==> src/hw/rtl/running_average_filter_assert.svh <==
// Assertion macros for the running average filter.
// Depends on nothing; users must have clk and rst_n in scope.
`ifndef RUNNING_AVERAGE_FILTER_ASSERT_SVH
`define RUNNING_AVERAGE_FILTER_ASSERT_SVH

// Condition holds at every clock edge outside reset.
`define RAF_ASSERT_ALWAYS(name, cond) \
    name: assert property (@(posedge clk) disable iff (!rst_n) (cond)) \
        else $error("running_average_filter: invariant violated");

// Consequent holds in the same cycle as the antecedent.
`define RAF_ASSERT_IMPL(name, ante, cons) \
    name: assert property (@(posedge clk) disable iff (!rst_n) (ante) |-> (cons)) \
        else $error("running_average_filter: implication violated");

// Consequent holds in the cycle after the antecedent.
`define RAF_ASSERT_NEXT(name, ante, cons) \
    name: assert property (@(posedge clk) disable iff (!rst_n) (ante) |=> (cons)) \
        else $error("running_average_filter: sequence violated");

`endif

==> src/hw/rtl/raf_pkg.sv <==
// Shared types and fixed constants of the running average filter.
// Depends on nothing.
package raf_pkg;

    localparam int AVG_BITS         = 16;
    localparam int LEN_BITS         = 6;
    localparam int WINDOW_LEN_RESET = 20;

    typedef enum logic [2:0] {
        S_IDLE,
        S_UPDATE,
        S_START,
        S_DIV,
        S_LOAD
    } raf_state_t;

endpackage

==> src/hw/rtl/raf_sample_ram.sv <==
// Sample store of the running average filter: one write port, one read port.
// Read data is registered. Depends on nothing.
module raf_sample_ram #(
    parameter int DEPTH = 32,
    parameter int WIDTH = 16,
    parameter int AW    = 5
) (
    input  logic             clk,
    input  logic             wr_en,
    input  logic [AW-1:0]    wr_addr,
    input  logic [WIDTH-1:0] wr_data,
    input  logic             rd_en,
    input  logic [AW-1:0]    rd_addr,
    output logic [WIDTH-1:0] rd_data
);

    logic [WIDTH-1:0] mem [DEPTH];
    logic [WIDTH-1:0] rd_data_reg;

    always_ff @(posedge clk)
    begin
        if (wr_en)
        begin
            mem[wr_addr] <= wr_data;
        end
        if (rd_en)
        begin
            rd_data_reg <= mem[rd_addr];
        end
    end

    assign rd_data = rd_data_reg;

endmodule

==> src/hw/rtl/raf_serial_div.sv <==
// Restoring divider of the running average filter, one quotient bit a cycle.
// Depends on nothing.
module raf_serial_div #(
    parameter int NUM_W = 21,
    parameter int DEN_W = 6
) (
    input  logic             clk,
    input  logic             rst_n,
    input  logic             start,
    input  logic [NUM_W-1:0] dividend,
    input  logic [DEN_W-1:0] divisor,
    output logic             done,
    output logic [NUM_W-1:0] quotient
);

    localparam int CNT_W = $clog2(NUM_W + 1);

    logic [NUM_W-1:0] quot_reg, quot_next;
    logic [DEN_W-1:0] rem_reg, rem_next;
    logic [DEN_W-1:0] den_reg, den_next;
    logic [CNT_W-1:0] cnt_reg, cnt_next;
    logic             done_reg, done_next;
    logic [DEN_W:0]   trial;
    logic [DEN_W:0]   diff;

    // shift the next dividend bit into the partial remainder
    assign trial = {rem_reg, quot_reg[NUM_W-1]};
    assign diff  = trial - {1'b0, den_reg};

    always_comb
    begin
        quot_next = quot_reg;
        rem_next  = rem_reg;
        den_next  = den_reg;
        cnt_next  = cnt_reg;
        done_next = 1'b0;
        if (start)
        begin
            quot_next = dividend;
            rem_next  = '0;
            den_next  = divisor;
            cnt_next  = CNT_W'(NUM_W);
        end
        else if (cnt_reg != '0)
        begin
            if (trial >= {1'b0, den_reg})
            begin
                rem_next  = diff[DEN_W-1:0];
                quot_next = {quot_reg[NUM_W-2:0], 1'b1};
            end
            else
            begin
                rem_next  = trial[DEN_W-1:0];
                quot_next = {quot_reg[NUM_W-2:0], 1'b0};
            end
            cnt_next  = cnt_reg - CNT_W'(1);
            done_next = (cnt_reg == CNT_W'(1));
        end
    end

    always_ff @(posedge clk or negedge rst_n)
    begin
        if (!rst_n)
        begin
            cnt_reg  <= '0;
            done_reg <= 1'b0;
        end
        else
        begin
            cnt_reg  <= cnt_next;
            done_reg <= done_next;
        end
    end

    always_ff @(posedge clk)
    begin
        quot_reg <= quot_next;
        rem_reg  <= rem_next;
        den_reg  <= den_next;
    end

    assign done     = done_reg;
    assign quotient = quot_reg;

endmodule

==> src/hw/rtl/running_average_filter.sv <==
// Running average filter top level: sequencer, window bookkeeping, output word.
// Depends on raf_pkg, raf_sample_ram, raf_serial_div and the assertion header.
//
// Use of the block:
//   Input channel in_valid / in_ready / sample carries one sample word; the
//   output channel out_valid / out_ready / average returns one word per sample,
//   the truncated mean of the samples now in the window.
//   window_len_we with window_len sets the window length (zero counts as one,
//   values above MAX_WINDOW as MAX_WINDOW) and clears the window; write it
//   only while no sample is in flight.
//   After acceptance the sequencer steps through update, divider start,
//   division (one quotient bit a cycle) and load into the output register.
//   A new sample is taken only after the last one has reached the output
//   register; in_ready is high only while the sequencer is idle.
//   The result sits in an output register, so a new sample is taken while an
//   earlier result still waits; if the receiver stalls, the next result
//   holds in the divider until the output register empties.
//   Reset clears the window (sum, position, fill count) and sets the window
//   length to 20, or MAX_WINDOW if smaller. Store entries are not cleared:
//   the fill count marks which entries hold live samples.
`include "running_average_filter_assert.svh"

module running_average_filter
    import raf_pkg::*;
#(
    parameter int MAX_WINDOW  = 32,
    parameter int SAMPLE_BITS = 16
) (
    input  logic                   clk,
    input  logic                   rst_n,
    input  logic                   window_len_we,
    input  logic [LEN_BITS-1:0]    window_len,
    input  logic                   in_valid,
    output logic                   in_ready,
    input  logic [SAMPLE_BITS-1:0] sample,
    output logic                   out_valid,
    input  logic                   out_ready,
    output logic [AVG_BITS-1:0]    average
);

    // widths of the window bookkeeping
    localparam int PW    = (MAX_WINDOW > 1) ? $clog2(MAX_WINDOW) : 1;
    localparam int CW    = $clog2(MAX_WINDOW + 1);
    localparam int SUM_W = SAMPLE_BITS + $clog2(MAX_WINDOW);
    localparam int QW    = (SUM_W > AVG_BITS) ? SUM_W : AVG_BITS;
    localparam int IW    = ((PW > CW) ? PW : CW) + 1;
    localparam int LEN_RESET =
        (WINDOW_LEN_RESET > MAX_WINDOW) ? MAX_WINDOW : WINDOW_LEN_RESET;

    raf_state_t state_reg, state_next;

    logic [SAMPLE_BITS-1:0] sample_reg, sample_next;
    logic [PW-1:0]          pos_reg, pos_next;
    logic [CW-1:0]          fill_reg, fill_next;
    logic [CW-1:0]          len_reg, len_next;
    logic [SUM_W-1:0]       sum_reg, sum_next;
    logic [AVG_BITS-1:0]    avg_reg, avg_next;
    logic                   out_valid_reg, out_valid_next;

    logic                   accept;
    logic                   update;
    logic                   div_start;
    logic                   div_done;
    logic                   load;
    logic                   out_free;
    logic [CW-1:0]          len_clamp;
    logic [SAMPLE_BITS-1:0] rd_data;
    logic [SAMPLE_BITS-1:0] old_sample;
    logic [IW-1:0]          pos_inc;
    logic [IW-1:0]          pos_ext;
    logic [IW-1:0]          len_ext;
    logic [SUM_W-1:0]       quotient;
    logic [QW-1:0]          quot_ext;

    assign accept   = in_valid && in_ready;
    assign out_free = !out_valid_reg || out_ready;

    // saturate the written window length into 1 .. MAX_WINDOW
    always_comb
    begin
        if (window_len == '0)
        begin
            len_clamp = CW'(1);
        end
        else if (int'(window_len) > MAX_WINDOW)
        begin
            len_clamp = CW'(MAX_WINDOW);
        end
        else
        begin
            len_clamp = CW'(window_len);
        end
    end

    // ---------------------------------------------------------------- sequencer
    always_comb
    begin
        state_next = state_reg;
        unique case (state_reg)
            S_IDLE:   if (in_valid) state_next = S_UPDATE;
            S_UPDATE: state_next = S_START;
            S_START:  state_next = S_DIV;
            S_DIV:    if (div_done) state_next = S_LOAD;
            S_LOAD:   if (out_free) state_next = S_IDLE;
            default:  state_next = S_IDLE;
        endcase
    end

    always_comb
    begin
        in_ready  = 1'b0;
        update    = 1'b0;
        div_start = 1'b0;
        load      = 1'b0;
        unique case (state_reg)
            S_IDLE:   in_ready  = 1'b1;
            S_UPDATE: update    = 1'b1;
            S_START:  div_start = 1'b1;
            S_DIV:    ;
            S_LOAD:   load      = out_free;
            default:  ;
        endcase
    end

    // ---------------------------------------------------------- window update
    // Until the window has filled, the entry at the write position has not
    // been written since the last clear, so it counts as zero.
    assign old_sample = (fill_reg == len_reg) ? rd_data : '0;

    assign pos_ext = IW'(pos_reg);
    assign len_ext = IW'(len_reg);
    assign pos_inc = pos_ext + IW'(1);

    always_comb
    begin
        sample_next = sample_reg;
        pos_next    = pos_reg;
        fill_next   = fill_reg;
        len_next    = len_reg;
        sum_next    = sum_reg;
        if (accept)
        begin
            sample_next = sample;
        end
        if (window_len_we)
        begin
            // drop the whole window on any length write
            len_next  = len_clamp;
            pos_next  = '0;
            fill_next = '0;
            sum_next  = '0;
        end
        else if (update)
        begin
            sum_next = sum_reg - SUM_W'(old_sample) + SUM_W'(sample_reg);
            if (pos_inc >= len_ext)
            begin
                pos_next = '0;
            end
            else
            begin
                pos_next = pos_inc[PW-1:0];
            end
            if (fill_reg < len_reg)
            begin
                fill_next = fill_reg + CW'(1);
            end
        end
    end

    // ----------------------------------------------------------- output word
    assign quot_ext = QW'(quotient);

    always_comb
    begin
        avg_next       = avg_reg;
        out_valid_next = out_valid_reg;
        if (load)
        begin
            avg_next       = quot_ext[AVG_BITS-1:0];
            out_valid_next = 1'b1;
        end
        else if (out_ready)
        begin
            out_valid_next = 1'b0;
        end
    end

    always_ff @(posedge clk or negedge rst_n)
    begin
        if (!rst_n)
        begin
            state_reg     <= S_IDLE;
            pos_reg       <= '0;
            fill_reg      <= '0;
            len_reg       <= CW'(LEN_RESET);
            sum_reg       <= '0;
            out_valid_reg <= 1'b0;
        end
        else
        begin
            state_reg     <= state_next;
            pos_reg       <= pos_next;
            fill_reg      <= fill_next;
            len_reg       <= len_next;
            sum_reg       <= sum_next;
            out_valid_reg <= out_valid_next;
        end
    end

    always_ff @(posedge clk)
    begin
        sample_reg <= sample_next;
        avg_reg    <= avg_next;
    end

    assign out_valid = out_valid_reg;
    assign average   = avg_reg;

    // ------------------------------------------------------------ sub-blocks
    // Read the oldest entry as the sample is taken; overwrite it in the cycle after, in the update step.
    raf_sample_ram #(
        .DEPTH (MAX_WINDOW),
        .WIDTH (SAMPLE_BITS),
        .AW    (PW)
    ) u_ram (
        .clk     (clk),
        .wr_en   (update),
        .wr_addr (pos_reg),
        .wr_data (sample_reg),
        .rd_en   (accept),
        .rd_addr (pos_reg),
        .rd_data (rd_data)
    );

    // Divide the updated sum by the updated fill count, which is at least one.
    raf_serial_div #(
        .NUM_W (SUM_W),
        .DEN_W (CW)
    ) u_div (
        .clk      (clk),
        .rst_n    (rst_n),
        .start    (div_start),
        .dividend (sum_reg),
        .divisor  (fill_reg),
        .done     (div_done),
        .quotient (quotient)
    );

    // ------------------------------------------------------------ assertions
    `RAF_ASSERT_ALWAYS(a_fill_within_len, fill_reg <= len_reg)
    `RAF_ASSERT_ALWAYS(a_pos_within_len, pos_ext < len_ext)
    `RAF_ASSERT_IMPL(a_done_only_in_div, div_done, state_reg == S_DIV)
    `RAF_ASSERT_NEXT(a_accept_then_update, accept, state_reg == S_UPDATE)

endmodule

==> config.mk <==
export PLATFORM = sky130hd
export DESIGN_NAME = running_average_filter
export DESIGN_NICKNAME = d
export VERILOG_FILES = /design/src/hw/rtl/raf_pkg.sv /design/src/hw/rtl/raf_sample_ram.sv /design/src/hw/rtl/raf_serial_div.sv /design/src/hw/rtl/running_average_filter.sv
export VERILOG_INCLUDE_DIRS = /design/src /design/src/hw/rtl
export SDC_FILE = /design/constraint.sdc
export NUM_CORES = 1
export LEC_CHECK = 0
export CAP_MARGIN = 20
export CORE_ASPECT_RATIO = 1.4
export CORE_MARGIN = 1.5
export CORE_UTILIZATION = 45
export CTS_CLUSTER_SIZE = 10
export DETAILED_ROUTE_END_ITERATION = 10
export DONT_BUFFER_PORTS = 1
export GPL_ROUTABILITY_DRIVEN = 0
export HOLD_SLACK_MARGIN = 0.06
export PLACE_DENSITY = 0.69
export REMOVE_ABC_BUFFERS = 1
export SETUP_SLACK_MARGIN = 0.2
export SYNTH_ARGS = -nofsm -noshare
export SYNTH_HDL_FRONTEND = slang
export SYNTH_HIERARCHICAL = 1
export SYNTH_SLANG_ARGS = --single-unit
==> constraint.sdc <==
create_clock -name clk -period 5 [get_ports clk]
set_clock_uncertainty 0.1 [all_clocks]
set_input_delay 0.25 -clock clk [delete_from_list [all_inputs] [get_ports clk]]
set_output_delay 0.25 -clock clk [all_outputs]
set_load 0.05 [all_outputs]
==> flow_summary.json <==
{
  "clkPwrFrac_pct": 35.1,
  "min_path_cells": 1,
  "async_flop_share_pct": 7.49,
  "finalWirelength_mm": 59.2,
  "rsz0062_at_grt": "no",
  "slowest_stage": "dlygate4sd3_1",
  "min_period_over_period_pct": 87.5,
  "drc": 0,
  "cp.arrival_ps": 4830,
  "setup_viol": 0,
  "fp.dieW_um": 212,
  "worst_pin_slew_ps": 1090,
  "p_int_mw": 9.96,
  "switchingPower_mw": 3.60,
  "start_util_pct": 45.7,
  "synth_area_leaders": "edfxtp_1, mux2i_1, dfrtp_1",
  "critPathMaxFanout": 16,
  "postRouteAntennaNets": 0,
  "cts_setup_buffers": 0,
  "clk_latency_ps": 610,
  "die-area_um2": 62400,
  "maxCapViolCount": 0,
  "io_pins": 45,
  "cp_cell_sequence": "inv_1, ha_1, nand3_1, nor2_2, and2_1, ha_1, inv_1, ha_1, fa_1, a211oi_2, o211ai_2, a41o_1, xor2_1, nand2_1, a21oi_1, dlygate4sd3_1",
  "cts_tree": "yes",
  "worstRegToRegCells": 16,
  "nets": 1966,
  "p_leak_nw": 10.2,
  "finalHoldViolations": 0,
  "grt_max_degree": 67,
  "die_h_um": 295,
  "rrSetupSlack_ps": 620,
  "finalNonFillerCells": 2712,
  "row_count": 106,
  "power_frac_seq_pct": 46.6,
  "syn_inst": 1786,
  "syn_area_um2": 27400,
  "ir_drop_uv": 282,
  "relSlewSlack_pct": 27.6,
  "wl_per_cell_um": 21.8,
  "portBuffers": 0,
  "clock_path_buffers": 3,
  "end_kind": "flop",
  "outcome": "finished clean",
  "viasPerCell": 5.63,
  "timing.critical_path.slowest_cell_delay_ps": 550,
  "worstSetupStartpoint": "len_reg[4]",
  "netlist.area_leader.share_pct": 64.3,
  "drive_above_1_share_pct": 10.8,
  "core-area_um2": 59900,
  "grt_pass1_vias": 15941,
  "clk_pin_slew_worst_paths_ps": 60,
  "dp.cells": 2579,
  "grt_antenna_before_repair": 1,
  "ys.flop_type": "edfxtp_1",
  "grt_usage_pct": 19.3,
  "largest_reg_flops": 512,
  "maxSlewViolCount": 0,
  "start_kind": "flop",
  "hpwlAfterDp_mm": 37.1,
  "power.total_mw": 13.6,
  "powerDensity_nw_per_um2": 440,
  "min_path_type": "in -> reg",
  "layout_commonest_cell": "edfxtp_1",
  "synth_seq_cells": 641,
  "vias": 15264,
  "max_freq_ghz": 0.228,
  "worst-path-buf-inv": 3,
  "netSwitchingFraction_pct": 26.5,
  "worstPathRequired_ps": 5450,
  "hold_path_end": "sample_reg[4]",
  "reg2reg_to": "sum_reg[10]",
  "synth_edf_count": 587,
  "synth_top_area_cell": "edfxtp_1",
  "h-tree-depth": 3,
  "firstDrtPassIters": 6,
  "power_frac_comb_pct": 18.3,
  "drt_iter0_drc": 986,
  "grt_pass1_wl_mm": 91.5,
  "grt_overflow": 0,
  "dpl-instance-area_um2": 28300,
  "crit_top_cell": "ha_1",
  "root_buffer": "clkbuf_16",
  "hold_slack_ps": 161,
  "final_area_um2": 30800,
  "yosysSeqAreaShare_pct": 69.1,
  "most-common-layout-cells": "edfxtp_1, mux2i_1, inv_1",
  "clock_sinks": 641,
  "numCtsBuffers": 74,
  "hold_start": "sample[4]",
  "fin_crit_ps": 4380,
  "ys_warn_count": 6,
  "timing.rr.start": "len_reg[4]",
  "syn_avg_cell_area_um2": 15.3,
  "path_class": "reg -> reg",
  "crit_family": "adder cells",
  "ys_types": 72,
  "final_core_util_pct": 51.4,
  "area_growth_syn_to_layout_pct": 12.4
}
## synthesized netlist by cell type (all sizes together), types with 3 or more instances
cell type / count
a211oi: 8
a21o: 13
a21oi: 64
a221oi: 3
a22o: 35
a22oi: 64
a31oi: 22
and2: 20
and3: 8
buf: 59
clkbuf: 22
dfrtp: 46
dfxtp: 6
edfxtp: 587
fa: 17
ha: 44
inv: 99
mux2: 23
mux2i: 262
nand2: 93
nand2b: 11
nand3: 45
nand3b: 5
nand4: 21
nor2: 77
nor2b: 6
nor3: 25
nor4: 4
o2111ai: 3
o211ai: 8
o21ai: 27
o22ai: 4
o31ai: 4
or3b: 4
xnor2: 14
xor2: 12
## cell type report
cell class / count / area [um^2]
Timing Repair Buffer: 97 / 887
Clock buffer: 91 / 1960
Fill cell: 4928 / 29100
Sequential cell: 641 / 19000
Multi-Input combinational cell: 965 / 7490
Antenna cell: 1 / 2.50
Inverter: 99 / 372
Clock inverter: 8 / 121
Tap cell: 810 / 1010
## worst reg2reg max path: stages (launching register included)
cell and delay (ps):
dfstp_2 510, inv_1 60, ha_1 290, nand3_1 120
nor2_2 480, and2_1 210, ha_1 120, inv_1 40
ha_1 210, fa_1 500, a211oi_2 320, o211ai_2 150
a41o_1 290, xor2_1 130, nand2_1 70, a21oi_1 170
dlygate4sd3_1 550
## routing by layer
layer  vias up  share of wire, %  global-route usage (%)
li1       6957                 -                       -
met1      7717                38                    21.8
met2       471                54                    36.2
met3       119               5.4                    3.54
met4         0               2.8                    6.97
met5         -                 0                       0
## worst max path at each step
stage,slack [ps],to,cells past startpoint
after global placement,600,sum_reg[20],15
after floorplan,-6220,u_ram/mem[19][0],2
after CTS,340,sum_reg[10],16
final,620,sum_reg[10],16
after global routing,340,sum_reg[10],16
after detailed placement,510,sum_reg[20],15
## power groups by stage
| stage | clock network (mW) | logic, mW | registers (mW) |
|---|---|---|---|
| 2_1_floorplan | 0 | 2.24 | 6.50 |
| 4_1_cts | 4.85 | 2.47 | 6.32 |
| 3_5_place_dp | 0 | 2.41 | 6.43 |
| 3_3_place_gp | 0 | 2.33 | 6.42 |
| 6_report | 4.76 | 2.48 | 6.32 |
| 5_1_grt | 5.07 | 2.73 | 6.35 |
## metrics by stage
step,setup WS (ps),TNS [ps]
after floorplan,-6220,-2773060
after global placement,603,0
after detailed placement,512,0
after CTS,340,0
after global routing,344,0
final,623,0
## repair_timing
action                     CTS  global route
hold endpoints to repair   105             0
hold buffers                32             0
setup endpoints to repair    0             1
gates resized for setup      0             1
## logic make-up (layout without fill, tap and decap cells)
group / after synthesis / after routing / synth area share (%)
AO/OA/AOI/OAI: 263 / 263 / 6.75
buffers and inverters: 180 / 295 / 3.63
adder cells (fa/ha/maj): 61 / 61 / 3.25
other: 0 / 1 / 0
multiplexers: 285 / 285 / 10.5
flip-flops: 641 / 641 / 69.1
XOR/XNOR: 26 / 26 / 0.831
AND/OR/NAND/NOR: 330 / 330 / 5.87
Power figures use the tool's default switching activity.
